### src/rtl/length_prefixed_frame_splitter_top_macros.svh
// assertion helpers used by lpfs_parser
`ifndef LENGTH_PREFIXED_FRAME_SPLITTER_TOP_MACROS_SVH
`define LENGTH_PREFIXED_FRAME_SPLITTER_TOP_MACROS_SVH

// property must hold at every clock edge outside reset
`define LPFS_ASSERT(lbl, clk, rstn, prop) \
  lbl: assert property (@(posedge clk) disable iff (!(rstn)) (prop)) \
    else $error("lpfs assertion failed");

// condition must never be true outside reset
`define LPFS_ASSERT_NEVER(lbl, clk, rstn, cond) \
  lbl: assert property (@(posedge clk) disable iff (!(rstn)) !(cond)) \
    else $error("lpfs forbidden condition seen");

`endif

### src/rtl/lpfs_pkg.sv
package lpfs_pkg;

  // number of bytes in the length prefix
  localparam int unsigned PrefixBytes = 4;
  localparam int unsigned LenWidth    = 31;
  localparam int unsigned ByteWidth   = 8;

  // result kind codes
  typedef enum logic [1:0] {
    KIND_PAYLOAD = 2'd0,
    KIND_EMPTY   = 2'd1,
    KIND_ERROR   = 2'd2
  } kind_e;

  // one result item
  typedef struct packed {
    kind_e                 kind;
    logic [ByteWidth-1:0]  payload;
    logic                  first_of_frame;
    logic                  last_of_frame;
    logic [LenWidth-1:0]   frame_length;
  } res_t;

endpackage

### src/rtl/lpfs_in_reg.sv
module lpfs_in_reg (
  input  logic                          clk_i,
  input  logic                          rst_ni,
  input  logic                          in_valid_i,
  output logic                          in_ready_o,
  input  logic [lpfs_pkg::ByteWidth-1:0] in_byte_i,
  input  logic                          advance_i,
  output logic                          held_valid_o,
  output logic [lpfs_pkg::ByteWidth-1:0] held_byte_o
);

  logic                           valid_q, valid_d;
  logic [lpfs_pkg::ByteWidth-1:0] byte_q;

  // free when empty or when the held item moves on this cycle
  assign in_ready_o = !valid_q || advance_i;

  always_comb begin
    valid_d = valid_q;
    if (in_valid_i && in_ready_o) begin
      valid_d = 1'b1;
    end else if (advance_i) begin
      valid_d = 1'b0;
    end
  end

  // valid flag
  always_ff @(posedge clk_i or negedge rst_ni) begin
    if (!rst_ni) begin
      valid_q <= 1'b0;
    end else begin
      valid_q <= valid_d;
    end
  end

  // byte register
  always_ff @(posedge clk_i) begin
    if (in_valid_i && in_ready_o) begin
      byte_q <= in_byte_i;
    end
  end

  assign held_valid_o = valid_q;
  assign held_byte_o  = byte_q;

endmodule

### src/rtl/lpfs_parser.sv
`include "length_prefixed_frame_splitter_top_macros.svh"

module lpfs_parser (
  input  logic                          clk_i,
  input  logic                          rst_ni,
  input  logic [lpfs_pkg::ByteWidth-1:0] byte_i,
  input  logic                          advance_i,
  output logic                          res_valid_o,
  output lpfs_pkg::res_t                res_o
);

  typedef enum logic [1:0] {
    PH_LEN = 2'd0,
    PH_PAY = 2'd1,
    PH_ERR = 2'd2
  } phase_e;

  localparam int unsigned SeenWidth = $clog2(lpfs_pkg::PrefixBytes);
  localparam int unsigned AccWidth  = lpfs_pkg::PrefixBytes * lpfs_pkg::ByteWidth;

  phase_e                          phase_q, phase_d;
  logic [SeenWidth-1:0]            seen_q, seen_d;
  logic [AccWidth-1:0]             acc_q, acc_d;
  logic [lpfs_pkg::LenWidth-1:0]   rem_q, rem_d;
  logic [AccWidth-1:0]             acc_shift;
  logic [lpfs_pkg::LenWidth-1:0]   cur_len;
  logic                            pay_last;

  assign acc_shift = {acc_q[AccWidth-lpfs_pkg::ByteWidth-1:0], byte_i};
  assign cur_len   = acc_q[lpfs_pkg::LenWidth-1:0];
  assign pay_last  = (rem_q <= lpfs_pkg::LenWidth'(1));

  // next state and result for the held byte
  always_comb begin
    phase_d     = phase_q;
    seen_d      = seen_q;
    acc_d       = acc_q;
    rem_d       = rem_q;
    res_valid_o = 1'b0;
    res_o       = '{kind: lpfs_pkg::KIND_PAYLOAD, payload: '0, first_of_frame: 1'b0,
                    last_of_frame: 1'b0, frame_length: '0};
    case (phase_q)
      PH_LEN: begin
        acc_d  = acc_shift;
        seen_d = seen_q + SeenWidth'(1);
        if (seen_q == SeenWidth'(lpfs_pkg::PrefixBytes - 1)) begin
          seen_d = '0;
          if (acc_shift[AccWidth-1]) begin
            // negative length: report and lock up
            phase_d     = PH_ERR;
            acc_d       = '0;
            rem_d       = '0;
            res_valid_o = 1'b1;
            res_o.kind  = lpfs_pkg::KIND_ERROR;
          end else if (acc_shift == '0) begin
            // empty frame
            res_valid_o         = 1'b1;
            res_o.kind          = lpfs_pkg::KIND_EMPTY;
            res_o.last_of_frame = 1'b1;
          end else begin
            rem_d   = acc_shift[lpfs_pkg::LenWidth-1:0];
            phase_d = PH_PAY;
          end
        end
      end
      PH_PAY: begin
        res_valid_o          = 1'b1;
        res_o.kind           = lpfs_pkg::KIND_PAYLOAD;
        res_o.payload        = byte_i;
        res_o.first_of_frame = (rem_q == cur_len);
        res_o.last_of_frame  = pay_last;
        res_o.frame_length   = cur_len;
        if (pay_last) begin
          rem_d   = '0;
          acc_d   = '0;
          phase_d = PH_LEN;
        end else begin
          rem_d = rem_q - lpfs_pkg::LenWidth'(1);
        end
      end
      default: begin
        // sticky error: drop the item
      end
    endcase
  end

  // parser state
  always_ff @(posedge clk_i or negedge rst_ni) begin
    if (!rst_ni) begin
      phase_q <= PH_LEN;
      seen_q  <= '0;
      acc_q   <= '0;
      rem_q   <= '0;
    end else if (advance_i) begin
      phase_q <= phase_d;
      seen_q  <= seen_d;
      acc_q   <= acc_d;
      rem_q   <= rem_d;
    end
  end

  // prefix count only moves while gathering a length
  `LPFS_ASSERT(a_seen_idle, clk_i, rst_ni, (phase_q != PH_LEN) |-> (seen_q == '0))
  // error phase is never left
  `LPFS_ASSERT(a_err_sticky, clk_i, rst_ni, (phase_q == PH_ERR) |=> (phase_q == PH_ERR))
  // countdown stays within the frame length
  `LPFS_ASSERT(a_rem_range, clk_i, rst_ni,
    (phase_q == PH_PAY) |-> (rem_q != '0 && rem_q <= cur_len))
  // nothing is produced in the error phase
  `LPFS_ASSERT_NEVER(a_err_silent, clk_i, rst_ni, (phase_q == PH_ERR) && res_valid_o)

endmodule

### src/rtl/lpfs_out_reg.sv
module lpfs_out_reg (
  input  logic           clk_i,
  input  logic           rst_ni,
  input  logic           load_i,
  input  lpfs_pkg::res_t res_i,
  output logic           free_o,
  output logic           out_valid_o,
  input  logic           out_ready_i,
  output lpfs_pkg::res_t res_o
);

  logic           valid_q, valid_d;
  lpfs_pkg::res_t res_q;

  // register can take a new item when empty or being drained
  assign free_o = !valid_q || out_ready_i;

  always_comb begin
    valid_d = valid_q;
    if (load_i) begin
      valid_d = 1'b1;
    end else if (out_ready_i) begin
      valid_d = 1'b0;
    end
  end

  // valid flag
  always_ff @(posedge clk_i or negedge rst_ni) begin
    if (!rst_ni) begin
      valid_q <= 1'b0;
    end else begin
      valid_q <= valid_d;
    end
  end

  // result payload
  always_ff @(posedge clk_i) begin
    if (load_i) begin
      res_q <= res_i;
    end
  end

  assign out_valid_o = valid_q;
  assign res_o       = res_q;

endmodule

### src/rtl/length_prefixed_frame_splitter_top.sv
// Splits a byte stream framed by 4-byte big-endian signed length prefixes.
// Each input item is one byte; prefix bytes give no result, each payload byte
// gives one result (kind payload) flagged first/last, a zero length gives one
// empty-frame result, and a negative length gives one error result after
// which every byte is dropped until reset. One byte is taken every clock while
// the output is not stalled: a byte is held in the input register, is parsed
// combinationally by the length counter and countdown, and its result is
// loaded into the output register. Both registers hold while the output is
// stalled.
module length_prefixed_frame_splitter_top (
  input  logic        clk_i,
  input  logic        rst_ni,
  input  logic        s_axis_tvalid,
  output logic        s_axis_tready,
  input  logic [7:0]  s_axis_tdata,   // [7:0] data_byte
  output logic        m_axis_tvalid,
  input  logic        m_axis_tready,
  output logic [39:0] m_axis_tdata,   // [7:0] payload, [38:8] frame_length, [39] zero
  output logic [2:0]  m_axis_tuser,   // [1:0] kind, [2] first_of_frame
  output logic        m_axis_tlast    // last_of_frame
);

  logic                           held_valid;
  logic [lpfs_pkg::ByteWidth-1:0] held_byte;
  logic                           out_free;
  logic                           advance;
  logic                           res_valid;
  lpfs_pkg::res_t                 res;
  lpfs_pkg::res_t                 out_res;

  // held item moves on when the result register can take it
  assign advance = held_valid && out_free;

  lpfs_in_reg u_in_reg (
    .clk_i        (clk_i),
    .rst_ni       (rst_ni),
    .in_valid_i   (s_axis_tvalid),
    .in_ready_o   (s_axis_tready),
    .in_byte_i    (s_axis_tdata),
    .advance_i    (advance),
    .held_valid_o (held_valid),
    .held_byte_o  (held_byte)
  );

  lpfs_parser u_parser (
    .clk_i       (clk_i),
    .rst_ni      (rst_ni),
    .byte_i      (held_byte),
    .advance_i   (advance),
    .res_valid_o (res_valid),
    .res_o       (res)
  );

  lpfs_out_reg u_out_reg (
    .clk_i       (clk_i),
    .rst_ni      (rst_ni),
    .load_i      (advance && res_valid),
    .res_i       (res),
    .free_o      (out_free),
    .out_valid_o (m_axis_tvalid),
    .out_ready_i (m_axis_tready),
    .res_o       (out_res)
  );

  // pack result fields onto the stream
  assign m_axis_tdata = {1'b0, out_res.frame_length, out_res.payload};
  assign m_axis_tuser = {out_res.first_of_frame, out_res.kind};
  assign m_axis_tlast = out_res.last_of_frame;

endmodule
### config.mk
export PLATFORM = sky130hd
export DESIGN_NAME = length_prefixed_frame_splitter_top
export DESIGN_NICKNAME = d
export VERILOG_FILES = /design/src/rtl/lpfs_pkg.sv /design/src/rtl/lpfs_in_reg.sv /design/src/rtl/lpfs_parser.sv /design/src/rtl/lpfs_out_reg.sv /design/src/rtl/length_prefixed_frame_splitter_top.sv
export VERILOG_INCLUDE_DIRS = /design/src /design/src/rtl
export SDC_FILE = /design/constraint.sdc
export NUM_CORES = 1
export LEC_CHECK = 0
export BUFFER_PORTS_ARGS = -buffer_cell sky130_fd_sc_hd__buf_2
export CORE_MARGIN = 8
export CORE_UTILIZATION = 59
export DETAILED_ROUTE_END_ITERATION = 10
export PLACE_DENSITY_LB_ADDON = 0.15
export SYNTH_ARGS = -nofsm -noshare
export SYNTH_HDL_FRONTEND = slang
export SYNTH_SLANG_ARGS = --single-unit
export TNS_END_PERCENT = 30
### constraint.sdc
create_clock -name clk_i -period 4.6 [get_ports clk_i]
set_clock_uncertainty 0.2 [all_clocks]
set_input_delay 0.23 -clock clk_i [delete_from_list [all_inputs] [get_ports clk_i]]
set_output_delay 0.23 -clock clk_i [all_outputs]
set_load 0.02 [all_outputs]
# Word-level counts from Yosys, hierarchy flattened
# Index checks and enable logic that the tools add are counted.
# Widths: inputs -> output; s select.
# word_totals
register_bits	119
in_bits	12
output_inout_bits	46
elab_cells	70
# classes
addsub	2
n_lt_le_gt_ge	1
eq_ne	6
mux	28
n_bitwise	2
n_reduce_logical	18
# op_table
cell	count
$mux 31	7
$pmux 31 s2	2
$logic_not 32->1	1
$eq 31x31->1	1
$le 31x1->1 const B	1
$sub 31x1->31 const B	1
$mux 2	6
$mux 1	10
$reduce_bool 2->1	3
$reduce_and 5->1	1
$ne 2x1->1 const B	2
$pmux 1 s2	2
$pmux 2 s2	1
$reduce_and 2->1	2
$reduce_and 4->1	1
$logic_and 1x1->1	3
$ne 3x2->1 const B	1
$reduce_and 3->1	1
$reduce_or 3->1	1
$add 2x1->2 const B	1
$eq 2x1->1 const B	1
$eq 2x2->1 const B	1
$logic_not 1->1	2
$logic_not 2->1	1
other kinds (2)	4

# Longest topological paths before layout
# logic_depth
ltp_word	7
depth_mapped	9
depth_no_buf	8

# Hierarchy
# Synthesis repeated with hierarchy kept, for this count alone.
# unflattened
cells_unflattened	515
hier_area_um2	5873.1
# modules_own_cells
module	instances	cells_per_inst	area_each_um2	seq_area_each_um2
lpfs_parser	1	453	4216.5	1651.6
lpfs_out_reg	1	46	1338.8	1316.3
lpfs_in_reg	1	12	294.0	265.3
length_prefixed_frame_splitter_top	1	4	23.8	0.0

# Worst setup path after synthesis
# Ideal clock, no wire load.
# synth_path
kind	register -> register
start	register u_parser.phase_q[0]
end	register u_out_reg.res_q, in the netlist u_out_reg.res_o[0], enable pin
setup_time_ns	0.444
arrival_ns	3.200
required_time_ns	3.956
slack_ns	0.756
path_stages_with_launch	8
path_buffers	3
synth_period_minus_slack_ns	3.844
cell_sequence	dfrtp_1 clkbuf_1 nor2b_1 clkbuf_1 nor2_1 clkbuf_1 o21a_1 nor2_1
# synth_between
elab_chain_len	3
word_cells_on_any_way	4
cone_classes	eq/ne: 1; mux: 1; reduce/logical: 2
# synth_lines
element	line	rtl
start, declared	lpfs_parser.sv:21	phase_e phase_q, phase_d;
start signal, assigned	lpfs_parser.sv:95	phase_q <= phase_d;
$eq 2x1->1 / $logic_not 2->1 (equally long branches)	lpfs_parser.sv:42	case (phase_q)
$pmux 1 s2 *	lpfs_parser.sv:42	
$logic_and 1x1->1 *	length_prefixed_frame_splitter_top.sv:57	.load_i (advance && res_valid),
net u_out_reg.load_i	lpfs_out_reg.sv:4	input logic load_i,
end signal, assigned	lpfs_out_reg.sv:39	res_q <= res_i;
end, declared	lpfs_out_reg.sv:13	lpfs_pkg::res_t res_q;
# The timed path passes the listed nets; every way through them passes the cells marked *.
# A chain may end at the register's enable or synchronous reset.

# Final worst setup path
# layout_path
start	register u_parser.rem_q[26] in the netlist's numbering
end	register u_parser.acc_q[2]
# layout_between
elab_chain_len	3
# layout_lines
element	line	rtl
start, declared	lpfs_parser.sv:24	logic [lpfs_pkg::LenWidth-1:0] rem_q, rem_d;
start signal, assigned	lpfs_parser.sv:98	rem_q <= rem_d;
$le 31x1->1	lpfs_parser.sv:31	assign pay_last = (rem_q <= lpfs_pkg::LenWidth'(1));
$ne 2x1->1 (no source line)	-	
$reduce_and 3->1 (no source line)	-	
end signal, assigned	lpfs_parser.sv:92	acc_q <= '0;
end signal, assigned	lpfs_parser.sv:97	acc_q <= acc_d;
end, declared	lpfs_parser.sv:23	logic [AccWidth-1:0] acc_q, acc_d;
# Every way passes these cells.

==> impl_results.md <==
- Synth Area in Simple Gates: 17.1%
- Reg2reg start: u_parser.rem_q[26]
- Final Net Count: 584
- DP Area: 6090 um^2
- Met3 WL: 1410 um
- Gate power share: 1.4%
- Synth Area in Compound Gates: 16.5%
- Post-Synth XOR/XNOR Area: 4.73%
- Largest area contributor in the netlist: dfrtp_1
- Global-route wire length before repair: 24,700 um
- CP startpoint: u_parser.rem_q[26]
- Fraction of registers with async set/reset: 57.1%
- Synth Instances: 509
- Tcrit/Tclk final: 81.0%
- VDD IR max: 0.235 mV
- Largest family of logic cells by synthesized area: simple AND/OR/NAND/NOR gates
- Num Clock Sinks: 119
- Reg clk slew, reported paths: 0.06 ns
- Switching Fraction: 20.3%
- EDFF count, synth: 51
- CTS H-Tree Depth: 4
- Initial antenna violation count: 0
- Routed WL: 15,600 um
- Remaining Overflow, GRT: 0
- Setup Crit Path Kind: register to register
- Reg area: 3230 um^2
- Design area: 6760 um^2
- Top Ports: 58
- Vias in the first global route: 4,380
- Arr. time, crit path: 3.92 ns
- Diode count: 0
- Routability Congestion: 0.950
- Drt wl/cell: 21.9 um
- DR iter-0 viols: 484
- Top Metal Used: met4
- Worst hold path type: primary input to asynchronous set/reset pin
- Port buffer count: 56
- Synth Flop Type: dfrtp_1
- Int Power: 1.90 mW
- Largest net degree at the start of global routing: 47
- Routed length on met1: 6420 um
- Pwr Density: 353 nW/um^2
- Final setup violating endpoints: 0
- Post-Syn Nets: 524
- Endpoints failing hold: 0
- Req. time, crit path: 4.80 ns
- Chip Height: 115 um
- Dominant cells by area after synthesis: dfrtp_1 30%, edfxtp_1 27%, a22o_1 5.3%, and2_1 4.9%, xor2_1 3.7%
- Number of distinct library cells after synthesis: 59
- Core footprint: 9590 um^2
- Crit start category: register
- Setup TNS Final: 0 ns
- Status: complete, no violations
- Clock Path Buffers: 2
- CTS tree: done
- Synthesized flop and latch total: 119
- Max_cap viols: 0
- Mux contribution to synthesized area: 0.915%
- Multi-input gate area: 2310 um^2
- Max-slew headroom: 19.9%
- # DRC: 0
- Layout cells sized above 1: 17.9%
- Cell leakage power: 3.03 nW
- Post-route ant nets: 0
- Root Driver: clkbuf_8
- Die X-Extent: 115 um
- Fillers: 715
- Sw Pwr: 0.485 mW
- Register area share after synthesis: 56.3%
- Max Fanout on Critical Path: 32
- Post-synth top area share: 29.6%
- Upper clock frequency limit: 0.268 GHz
- Worst-Skew Late Latency: 0.52 ns
- Layout Area Growth over Synthesis: 17.7%
- Clock power share: 51.7%
- Max-slew violation count: 0
- Minimum clock period: 3.73 ns
- Initial DRT Pass Iterations: 7
- Synthesized area per cell: 11.3 um^2
- GR Util All Layers: 25.0%
- Met2 wire len: 7430 um
- DR vias/cell: 6.33
- RSZ-0062 raised after global routing: false
- Post-Syn Area: 5740 um^2
- Vias: 4,520
- Setup crit end kind: register
- Seq pwr share: 46.9%
- Ys Warns: 0
- CTS Buf Count: 17
- Detailed Place HPWL: 10,300 um
- Worst slew pin tran: 1.20 ns
- Cell Rows: 36
- Post-synthesis adder-cell area fraction: 0.654%
- Die ar.: 13,100 um^2
- Initial Util: 59.8%
kinds of logic (layout without fill, tap and decap cells):
family                   after synthesis  count (layout)
other                                  1               1
adder cells (fa/ha/maj)                3               3
XOR/XNOR                              31              31
AND/OR/NAND/NOR                      176             176
flip-flops                           119             119
AO/OA/AOI/OAI                        128             128
multiplexers                           5               5
buffers and inverters                 46             118
cells in the mapped netlist (3+ instances only):
cell / n
dfrtp_1: 68
edfxtp_1: 51
and2_1: 45
a22o_1: 35
nand2_1: 28
clkbuf_1: 25
nor2_1: 25
nor4_1: 24
xor2_1: 24
o21ai_1: 20
nor3_1: 15
a21oi_1: 13
inv_1: 11
nand4_1: 9
o2bb2ai_1: 9
o21ai_0: 8
a22oi_1: 7
xnor2_1: 7
a32oi_1: 6
nand3_1: 6
buf_2: 5
or3_1: 5
buf_6: 4
o31ai_1: 4
a21o_1: 3
ha_1: 3
mux2i_1: 3
nand2b_1: 3
timing repair:
item	CTS	global route
gates resized for setup	0	0
buffers inserted	0	0
hold buffers	12	0
setup endpoints to repair	0	0
endpoints found under the hold margin	36	0
metal layers:
layer / global-route usage, % / vias to the layer above
met2: 38.7 / 257
li1: - / 2019
met5: 0 / -
met1: 32.8 / 2215
met4: 11.5 / 0
met3: 5.54 / 29
worst paths after layout:
path,cells past startpoint,slack (ns),end
max reg2reg,6,0.87,u_parser.acc_q[2]
max,6,0.87,u_parser.acc_q[2]
min,2,0.07,u_parser.acc_q[21]
min in group clk_i,2,0.22,u_in_reg.held_byte_o[5]
max in group asynchronous,3,3.12,u_parser.rem_q[9]
min reg2reg,1,0.31,u_parser.seen_q[0]
sequential cells by signal, summed over array words and instances, names as in the netlist:
register	count
u_parser.acc_q	31
u_parser.phase_q	2
u_out_reg.res_o	43
u_parser.rem_q	31
u_out_reg.out_valid_o	1
u_in_reg.held_byte_o	8
u_in_reg.held_valid_o	1
u_parser.seen_q	2
worst max-delay path: stages (launching register included):
cell	delay, ns
dfrtp_1	0.42
or4_4	0.57
or4_4	0.48
nor3_4	0.26
a21oi_2	0.29
or3_1	0.88
mux2_1	0.50
area by class of cell:
cell class / count / share of cell area [%]
Multi-Input combinational cell: 344 / 34.2
Inverter: 11 / 0.611
Clock buffer: 21 / 6.50
Clock inverter: 10 / 1.57
Sequential cell: 119 / 47.8
Timing Repair Buffer: 76 / 6.81
Tap cell: 133 / 2.46
through the flow:
stage / hold WS, ns / std cells / util, % / worst slack [ns] / total power [mW]
2_1_floorplan: -0.266 / 509 / - / 0.756 / 1.14
3_3_place_gp: 0.0582 / 671 / 63.5 / 0.986 / 1.16
3_5_place_dp: 0.0648 / 671 / 63.5 / 0.909 / 1.16
4_1_cts: 0.0746 / 714 / 70.4 / 0.886 / 2.39
5_1_grt: 0.112 / 714 / 70.4 / 0.728 / 2.45
6_report: 0.0744 / 714 / 70.4 / 0.873 / 2.39
cells in the final DEF, fill, tap and decap left out, types with 3 or more instances in the layout:
cell,instances
a22o_1,35
nor3_1,15
clkbuf_1,3
nand2b_1,3
buf_4,8
nor4_1,24
a22oi_1,7
clkbuf_16,16
a32oi_1,6
nand2_1,28
or3_1,5
clkinv_2,3
mux2i_1,3
nand3_1,6
o2bb2ai_1,9
a21oi_1,12
dlygate4sd3_1,12
buf_2,56
edfxtp_1,51
nand4_1,9
nor2_1,23
xor2_1,24
xnor2_1,7
o31ai_1,4
inv_1,11
o21ai_0,8
a21o_1,3
dfrtp_1,68
and2_1,45
ha_1,3
o21ai_1,20
power groups by stage:
stage	logic, mW	clock network, mW	registers [mW]
after global placement	0.0259	0	1.14
after CTS	0.0345	1.24	1.12
after floorplan	0.00839	0	1.13
after global routing	0.0381	1.29	1.12
final	0.0340	1.23	1.12
after detailed placement	0.0266	0	1.14
Note: power is estimated with default switching activity, not from simulation.
